`config.mk`:
```
export PLATFORM = sky130hd
export DESIGN_NAME = lnp_seq
export DESIGN_NICKNAME = d
export VERILOG_FILES = /design/src/rtl/lnp_pkg.sv /design/src/rtl/lnp_seq.sv
export SDC_FILE = /design/constraint.sdc
export NUM_CORES = 1
export LEC_CHECK = 0
export BUFFER_PORTS_ARGS = -buffer_cell sky130_fd_sc_hd__buf_2
export CORE_UTILIZATION = 46
export CTS_CLUSTER_SIZE = 20
export DETAILED_ROUTE_END_ITERATION = 8
export PLACE_DENSITY = 0.83
export SLEW_MARGIN = 5
export SYNTH_ARGS = -nofsm -noshare
export SYNTH_HDL_FRONTEND = slang
export SYNTH_SLANG_ARGS = --single-unit
export TNS_END_PERCENT = 20
```
`constraint.sdc`:
```
create_clock -name clk -period 5.2 [get_ports clk]
set_clock_uncertainty 0.15 [all_clocks]
set_input_delay 0.78 -clock clk [delete_from_list [all_inputs] [get_ports clk]]
set_output_delay 0.78 -clock clk [all_outputs]
set_load 0.005 [all_outputs]
```
`src/rtl/lnp_pkg.sv`:
```
// Package for the linked-list node pool: status and command codes, the
// sequencer's control word and its microcode table. No dependencies.
package lnp_pkg;

	localparam int ITEM_VALUE_W = 32;
	localparam int STATUS_W     = 2;
	localparam int NODE_INDEX_W = 8;

	typedef enum logic [STATUS_W-1:0] {
		ST_INSERTED  = 2'd0,
		ST_REMOVED   = 2'd1,
		ST_NOT_FOUND = 2'd2,
		ST_FULL      = 2'd3
	} status_t;

	typedef enum logic {
		CMD_INSERT = 1'b0,
		CMD_REMOVE = 1'b1
	} cmd_t;

	// microcode addresses
	typedef enum logic [3:0] {
		P_IDLE,
		P_DISPATCH,
		P_INS_FREE,
		P_INS_POP,
		P_INS_NEW,
		P_INS_WRITE,
		P_FULL,
		P_WALK,
		P_UNLINK,
		P_RELEASE,
		P_MISS,
		P_EMIT
	} step_t;

	// datapath operations
	typedef enum logic [3:0] {
		OP_NONE,
		OP_LATCH,
		OP_POP_FREE,
		OP_POP_TOP,
		OP_WRITE_NEW,
		OP_ADVANCE,
		OP_UNLINK,
		OP_RELEASE,
		OP_MISS,
		OP_FULL,
		OP_EMIT
	} op_t;

	// pool read address source
	typedef enum logic [1:0] {
		RD_NONE,
		RD_FREE,
		RD_CUR,
		RD_LINK
	} rd_t;

	// jump conditions
	typedef enum logic [2:0] {
		C_NEVER,
		C_ACCEPT,
		C_CMD_REMOVE,
		C_FREE_VALID,
		C_TOP_AVAIL,
		C_WALK_END,
		C_MATCH,
		C_OUT_FREE
	} cond_t;

	typedef struct packed {
		op_t   op;
		rd_t   rd;
		logic  fall_only;  // op and read only when no jump is taken
		cond_t cond_a;
		step_t tgt_a;
		cond_t cond_b;
		step_t tgt_b;
		step_t tgt_else;
	} ctrl_t;

	typedef struct packed {
		logic accept;
		logic cmd_remove;
		logic free_valid;
		logic top_avail;
		logic walk_end;
		logic match;
		logic out_free;
	} cond_flags_t;

	typedef struct packed {
		ctrl_t word;
		logic  fell;
		logic  idle;
	} seq_out_t;

	function automatic ctrl_t ucode(step_t s);
		ctrl_t w;
		unique case (s)
			P_IDLE:      w = '{OP_LATCH, RD_NONE, 1'b0,
			                   C_ACCEPT, P_DISPATCH, C_NEVER, P_IDLE, P_IDLE};
			P_DISPATCH:  w = '{OP_NONE, RD_CUR, 1'b0,
			                   C_CMD_REMOVE, P_WALK, C_NEVER, P_IDLE, P_INS_FREE};
			P_INS_FREE:  w = '{OP_NONE, RD_FREE, 1'b0,
			                   C_FREE_VALID, P_INS_POP, C_TOP_AVAIL, P_INS_NEW, P_FULL};
			P_INS_POP:   w = '{OP_POP_FREE, RD_NONE, 1'b0,
			                   C_NEVER, P_IDLE, C_NEVER, P_IDLE, P_INS_WRITE};
			P_INS_NEW:   w = '{OP_POP_TOP, RD_NONE, 1'b0,
			                   C_NEVER, P_IDLE, C_NEVER, P_IDLE, P_INS_WRITE};
			P_INS_WRITE: w = '{OP_WRITE_NEW, RD_NONE, 1'b0,
			                   C_NEVER, P_IDLE, C_NEVER, P_IDLE, P_EMIT};
			P_FULL:      w = '{OP_FULL, RD_NONE, 1'b0,
			                   C_NEVER, P_IDLE, C_NEVER, P_IDLE, P_EMIT};
			P_WALK:      w = '{OP_ADVANCE, RD_LINK, 1'b1,
			                   C_WALK_END, P_MISS, C_MATCH, P_UNLINK, P_WALK};
			P_UNLINK:    w = '{OP_UNLINK, RD_NONE, 1'b0,
			                   C_NEVER, P_IDLE, C_NEVER, P_IDLE, P_RELEASE};
			P_RELEASE:   w = '{OP_RELEASE, RD_NONE, 1'b0,
			                   C_NEVER, P_IDLE, C_NEVER, P_IDLE, P_EMIT};
			P_MISS:      w = '{OP_MISS, RD_NONE, 1'b0,
			                   C_NEVER, P_IDLE, C_NEVER, P_IDLE, P_EMIT};
			P_EMIT:      w = '{OP_EMIT, RD_NONE, 1'b0,
			                   C_OUT_FREE, P_IDLE, C_NEVER, P_IDLE, P_EMIT};
			default:     w = '{OP_NONE, RD_NONE, 1'b0,
			                   C_NEVER, P_IDLE, C_NEVER, P_IDLE, P_IDLE};
		endcase
		return w;
	endfunction

	function automatic logic cond_hit(cond_t c, cond_flags_t f);
		logic h;
		unique case (c)
			C_NEVER:      h = 1'b0;
			C_ACCEPT:     h = f.accept;
			C_CMD_REMOVE: h = f.cmd_remove;
			C_FREE_VALID: h = f.free_valid;
			C_TOP_AVAIL:  h = f.top_avail;
			C_WALK_END:   h = f.walk_end;
			C_MATCH:      h = f.match;
			C_OUT_FREE:   h = f.out_free;
			default:      h = 1'b0;
		endcase
		return h;
	endfunction

endpackage

```
`src/rtl/lnp_seq.sv`:
```
// Microcode sequencer: step counter, control-word table lookup and
// two-way conditional jumps. Depends on lnp_pkg.
module lnp_seq (
	input  logic                clk,
	input  logic                arst_n,
	input  lnp_pkg::cond_flags_t flags,
	output lnp_pkg::seq_out_t   seq
);
	import lnp_pkg::*;

	step_t step_q;
	step_t step_d;
	ctrl_t word;
	logic  hit_a;
	logic  hit_b;

	always_ff @(posedge clk or negedge arst_n) begin
		if (!arst_n) begin
			step_q <= P_IDLE;
		end else begin
			step_q <= step_d;
		end
	end

	always_comb begin
		word  = ucode(step_q);
		hit_a = cond_hit(word.cond_a, flags);
		hit_b = cond_hit(word.cond_b, flags);
		if (hit_a) begin
			step_d = word.tgt_a;
		end else if (hit_b) begin
			step_d = word.tgt_b;
		end else begin
			step_d = word.tgt_else;
		end
		seq.word = word;
		seq.fell = !hit_a && !hit_b;
		seq.idle = (step_q == P_IDLE);
	end

endmodule

```
==> results.sh, run 1 <==
export IMPL_outcome="finished clean"
export IMPL_slew_headroom_pct=60.6
export IMPL_fin_cells=130
export IMPL_netlist_area_leader_share_pct=15.5
export IMPL_die_h_um=39.5
export IMPL_clockRootBuffer="clkbuf_4"
export IMPL_hpwl_mm=1.26
export IMPL_clk_pin_slew_ns=0.03
export IMPL_finalHoldViolCount=0
export IMPL_required_ns=4.27
export IMPL_io_buffer_count=32
export IMPL_io_pins=36
export IMPL_drt_iter0_drc=24
export IMPL_dpl_cell_count=127
export IMPL_fp_row_count=13
export IMPL_largest_reg_flops=4
export IMPL_clock_fmax_ghz=0.310
export IMPL_grt_antenna_before_repair=0
export IMPL_crit_arrival_ns=2.29
export IMPL_cts_tree="built"
export IMPL_h_tree_depth=1
export IMPL_post_synth_top_count_cell="nand2_1"
export IMPL_hp_class="primary input to async pin"
export IMPL_synth_edf_count=0
export IMPL_clk_latency_ns=0.23
export IMPL_globalplace_congestion=0.906
export IMPL_cts_setup_buffers=0
export IMPL_grt_pass1_wl_mm=2.21
export IMPL_avgSynthCellArea_sq_um=7.27
export IMPL_synthTopCellsByCount="nand2_1 (15), buf_4 (7), ha_1 (6)"
export IMPL_antennaDiodeCount=0
export IMPL_ys_seq_area_share_pct=15.5
export IMPL_crit_path_end_kind="primary output"
export IMPL_ctsHoldBuffers=0
export IMPL_track_usage_pct=20.6
export IMPL_start_util_pct=49.7
export IMPL_utilization_pct=59.9
export IMPL_vias=685
export IMPL_ant_nets=0
export IMPL_synth_area_sq_um=647
export IMPL_syn_to_final_growth_pct=20.5
export IMPL_grt_pass1_vias=540
export IMPL_worst_path_max_fanout=8
export IMPL_fin_crit_ns=3.22
export IMPL_synthArstFlopShare_pct=100
export IMPL_setup_viol=0
export IMPL_fp_dieW_um=39.5
export IMPL_synth_area_leaders="dfrtp_1 (15%), ha_1 (12%), nand2_1 (8.7%), buf_4 (8.1%), mux2_1 (5.2%)"
export IMPL_viasPerCell=5.27
export IMPL_rsz0062_at_grt="false"
export IMPL_finalSetupTns_ns=0
export IMPL_ys_types=36
export IMPL_overflow=0
export IMPL_syn_inst=89
export IMPL_critPathLaunchType="flip-flop"
export IMPL_largestRegisters="step_q (4)"
export IMPL_tightest_slew_ns=0.590
export IMPL_clockBufferDepth=2
export IMPL_whs_ns=0.198
export IMPL_peakVddDrop_uv=409
export IMPL_cts_sinks=4
export IMPL_core_sq_mm=0.00130
export IMPL_synth_area_leader_cell="dfrtp_1"
export IMPL_drc_errors=0
export IMPL_path_class="flip-flop to primary output"
export IMPL_grt_max_degree=21
export IMPL_yosys_warnings=0
export IMPL_slew_viol_final=0
export IMPL_wirelength_mm=1.53
export IMPL_drive_gt1_share_pct=35.7
export IMPL_dieArea_sq_mm=0.00156
export IMPL_max_flop_register="step_q"
export IMPL_ys_ff_latch=4
export IMPL_nets=132
export IMPL_synth_main_ff_cell="dfrtp_1"
export IMPL_dr_pass1_iters=5
export IMPL_ctsResizeCount=0
export IMPL_period_share_pct=61.9
export IMPL_p_per_area_mw_per_mm2=738
export IMPL_wire_per_inst_um=11.8
export IMPL_numCtsBuffers=3
export IMPL_cap_violations=0
export IMPL_leakagePower_uw=0.000449
[cell families after synthesis]
family / Yosys count / synth area share [%]
buf+inv: 17 / 15.3
simple gates: 35 / 25.5
mux: 7 / 11.6
compound gates: 19 / 19.9
fa+ha+maj: 6 / 11.6
other cells: 1 / 0.580
flops: 4 / 15.5
[worst paths after layout]
kind | start | to | slack (ns) | cells past startpoint
worst max-delay path | step_q[0] | seq[1] | 1.98 | 7
worst min-delay path | arst_n | step_q[3] | 0.20 | 1
worst max register to register | step_q[0] | step_q[0] | 2.63 | 7
worst min register to register | step_q[0] | step_q[2] | 0.81 | 3
max in group asynchronous | arst_n | step_q[0] | 4.59 | 1
min in group clk | flags[1] | step_q[2] | 0.76 | 4
[area by class of cell]
type                       instances  area (sq um)
sequential                         4           100
timing repair buffer              32           160
clock buffer                       3          22.5
tap                               15          18.8
inverter                           6          22.5
fill                             127           522
multi-input combinational         70           455
[through the flow]
stage	setup slack, ns	instance area [sq um]	power, uW
finish	1.98	779	575
global route	1.86	779	632
CTS	1.99	779	574
detailed placement	2.23	757	535
global placement	2.30	757	530
floorplan	2.54	654	393
[routing by layer]
metal | up-vias | routed length, um | part of all wire [%] | global-route usage [%]
li1 | 347 | - | - | -
met4 | 0 | 8 | 0.52 | 6.90
met3 | 2 | 72 | 4.7 | 0.568
met5 | - | 0 | 0 | 0
met1 | 314 | 722 | 47 | 29.8
met2 | 22 | 730 | 48 | 32.4
[cell usage in the layout, fill, tap and decap left out, types with 2 or more instances in the layout]
cell	instances
dfrtp_1	4
buf_2	32
nor2_1	5
inv_1	5
o22ai_1	2
ha_1	6
a21oi_1	3
conb_1	3
mux2_1	3
nand2_1	15
clkbuf_4	3
o21ai_0	5
nor2b_1	4
mux2i_1	3
nor3_1	4
[power breakdown]
group | internal, uW | switching (uW) | leakage, uW
Combinational | 213 | 231 | 0.000386
Sequential | 47.4 | 47.5 | 0.0000495
Clock | 25.6 | 10.3 | 0.0000138
Total | 286 | 289 | 0.000449
[critical path, cell delays in order (launching register included)]
cell	delay (ns)
dfrtp_1	0.46
inv_1	0.14
ha_1	0.41
nor2b_1	0.21
nor2_1	0.08
a311o_1	0.39
a211oi_2	0.23
buf_2	0.15
(Power assumes the default switching activity.)
==> run 2: changes to the inputs <==
- CORE_UTILIZATION: 46 -> 39
- PLACE_DENSITY: 0.83 -> 0.75
- clock period: 5.2 -> 2.85 ns (I/O delays scaled with it)
==> results.sh, run 2 (synthesized netlist as in run 1, its figures left out) <==
export IMPL_outcome="finished clean"
export IMPL_finalSetupTns_ns=0
export IMPL_final_cell_area_sq_um=808
export IMPL_ant_nets=0
export IMPL_required_ns=2.27
export IMPL_numCtsBuffers=3
export IMPL_worst_slack_ns=0.174
export IMPL_grt_max_degree=21
export IMPL_nets=133
export IMPL_drive_gt1_share_pct=38.8
export IMPL_io_buffer_count=32
export IMPL_mostFrequentLayoutCells="buf_2 (32), nand2_1 (15)"
export IMPL_drt_met1_wl_um=733
export IMPL_dr_pass1_iters=5
export IMPL_hp_class="primary input to async pin"
export IMPL_startpoint="step_q[0]"
export IMPL_wire_per_inst_um=12.0
export IMPL_vias=692
export IMPL_fin_crit_ns=2.68
export IMPL_grt_pass1_wl_mm=2.36
export IMPL_worst_path_max_delay_cell="dfrtp_2"
export IMPL_layout_commonest_cell="buf_2"
export IMPL_worst_path_max_fanout=8
export IMPL_routed_top_layer="met4"
export IMPL_path_class="flip-flop to primary output"
export IMPL_clk_pin_slew_ns=0.04
export IMPL_clk_latency_ns=0.23
export IMPL_leakagePower_uw=0.000452
export IMPL_whs_ns=0.376
export IMPL_cap_violations=0
export IMPL_slew_headroom_pct=60.8
export IMPL_dpl_worst_slack_ns=0.254
export IMPL_setup_viol=0
export IMPL_drt_iter0_drc=11
export IMPL_start_util_pct=42.4
export IMPL_clock_fmax_ghz=0.374
export IMPL_grt_antenna_before_repair=0
export IMPL_clockBufferDepth=2
export IMPL_rsz0062_at_grt="false"
export IMPL_h_tree_depth=1
export IMPL_crit_path_end_kind="primary output"
export IMPL_cts_setup_buffers=0
export IMPL_track_usage_pct=17.4
export IMPL_crit_arrival_ns=2.10
export IMPL_timing_rr_start="step_q[0]"
export IMPL_clockRootBuffer="clkbuf_4"
export IMPL_hpwl_mm=1.27
export IMPL_die_h_um=42.7
export IMPL_p_per_area_mw_per_mm2=1360
export IMPL_io_pins=36
export IMPL_wl_met2_um=751
export IMPL_placed_cell_area_sq_um=758
export IMPL_peakVddDrop_uv=604
export IMPL_worstPathBufferInverterCount=2
export IMPL_drc_errors=0
export IMPL_cts_tree="built"
export IMPL_syn_to_final_growth_pct=25.0
export IMPL_tightest_slew_ns=0.588
export IMPL_wl_met3_um=85
export IMPL_dieArea_sq_mm=0.00183
export IMPL_grt_pass1_vias=565
export IMPL_viasPerCell=5.24
export IMPL_antennaDiodeCount=0
export IMPL_period_share_pct=93.9
export IMPL_globalplace_congestion=0.868
export IMPL_largest_reg_flops=4
export IMPL_critPathLaunchType="flip-flop"
export IMPL_cp_top_family="compound AO/OA/AOI/OAI gates"
export IMPL_core_sq_mm=0.00152
export IMPL_cts_sinks=4
export IMPL_max_flop_register="step_q"
export IMPL_finalHoldViolCount=0
export IMPL_wirelength_mm=1.59
export IMPL_cpPeakStageDelay_ns=0.43
export IMPL_slew_viol_final=0
export IMPL_fp_dieW_um=42.7
export IMPL_overflow=0
export IMPL_fp_row_count=14
export IMPL_largestRegisters="step_q (4)"
export IMPL_crit_chain="inv_1 > ha_4 > nor2b_2 > nor2_1 > a311o_1 > a211oi_2 > buf_2"
export IMPL_fillerInstances=150
-- run 2: cell types whose count changed in the layout (fill, tap and decap cells not counted), sizes merged --
cell         delta
dlygate4sd3     +1
-- run 2: where the power goes --
| group | internal [uW] | switching, uW |
|---|---|---|
| registers | 89.5 | 88.2 |
| clock network | 47.0 | 22.0 |
| logic | 417 | 435 |
| total | 553 | 545 |
-- run 2: cell type report --
class | count | area [sq um] | area share, %
clock buffer | 3 | 22.5 | 2.79
timing repair buffer | 33 | 170 | 21.1
tap | 16 | 20.0 | 2.48
inverter | 6 | 22.5 | 2.79
multi-input combinational | 70 | 470 | 58.2
sequential | 4 | 103 | 12.7
-- run 2: timing repair --
action                                  in CTS  in global routing
pin swaps                                    0                  0
hold endpoints to repair                     4                  0
gates resized for setup                      1                  4
cloned                                       0                  0
hold buffers                                 1                  0
endpoints found under the setup margin       1                  1
-- run 2: metrics by stage --
step | util (%) | total power (uW) | cells
finish | 53.0 | 1100 | 132
global route | 53.0 | 1190 | 132
CTS | 52.0 | 1050 | 132
detailed placement | 49.8 | 976 | 128
global placement | 49.8 | 974 | 128
floorplan | - | 716 | 91
-- run 2: path summary, 6_finish.rpt --
| check | slack [ns] | cells past startpoint | to |
|---|---|---|---|
| worst max-delay path | 0.17 | 7 | seq[1] |
| worst min-delay path | 0.38 | 2 | step_q[3] |
| worst max register to register | 0.47 | 7 | step_q[1] |
| worst min register to register | 0.80 | 3 | step_q[2] |
| max in group asynchronous | 2.04 | 2 | step_q[1] |
| min in group clk | 0.41 | 4 | step_q[2] |
-- run 2: metal layers --
| metal | vias up | track usage, % |
|---|---|---|
| met5 | - | 0 |
| met4 | 0 | 9.38 |
| met3 | 2 | 5.11 |
| met2 | 27 | 25.2 |
| met1 | 316 | 23.0 |
| li1 | 347 | - |
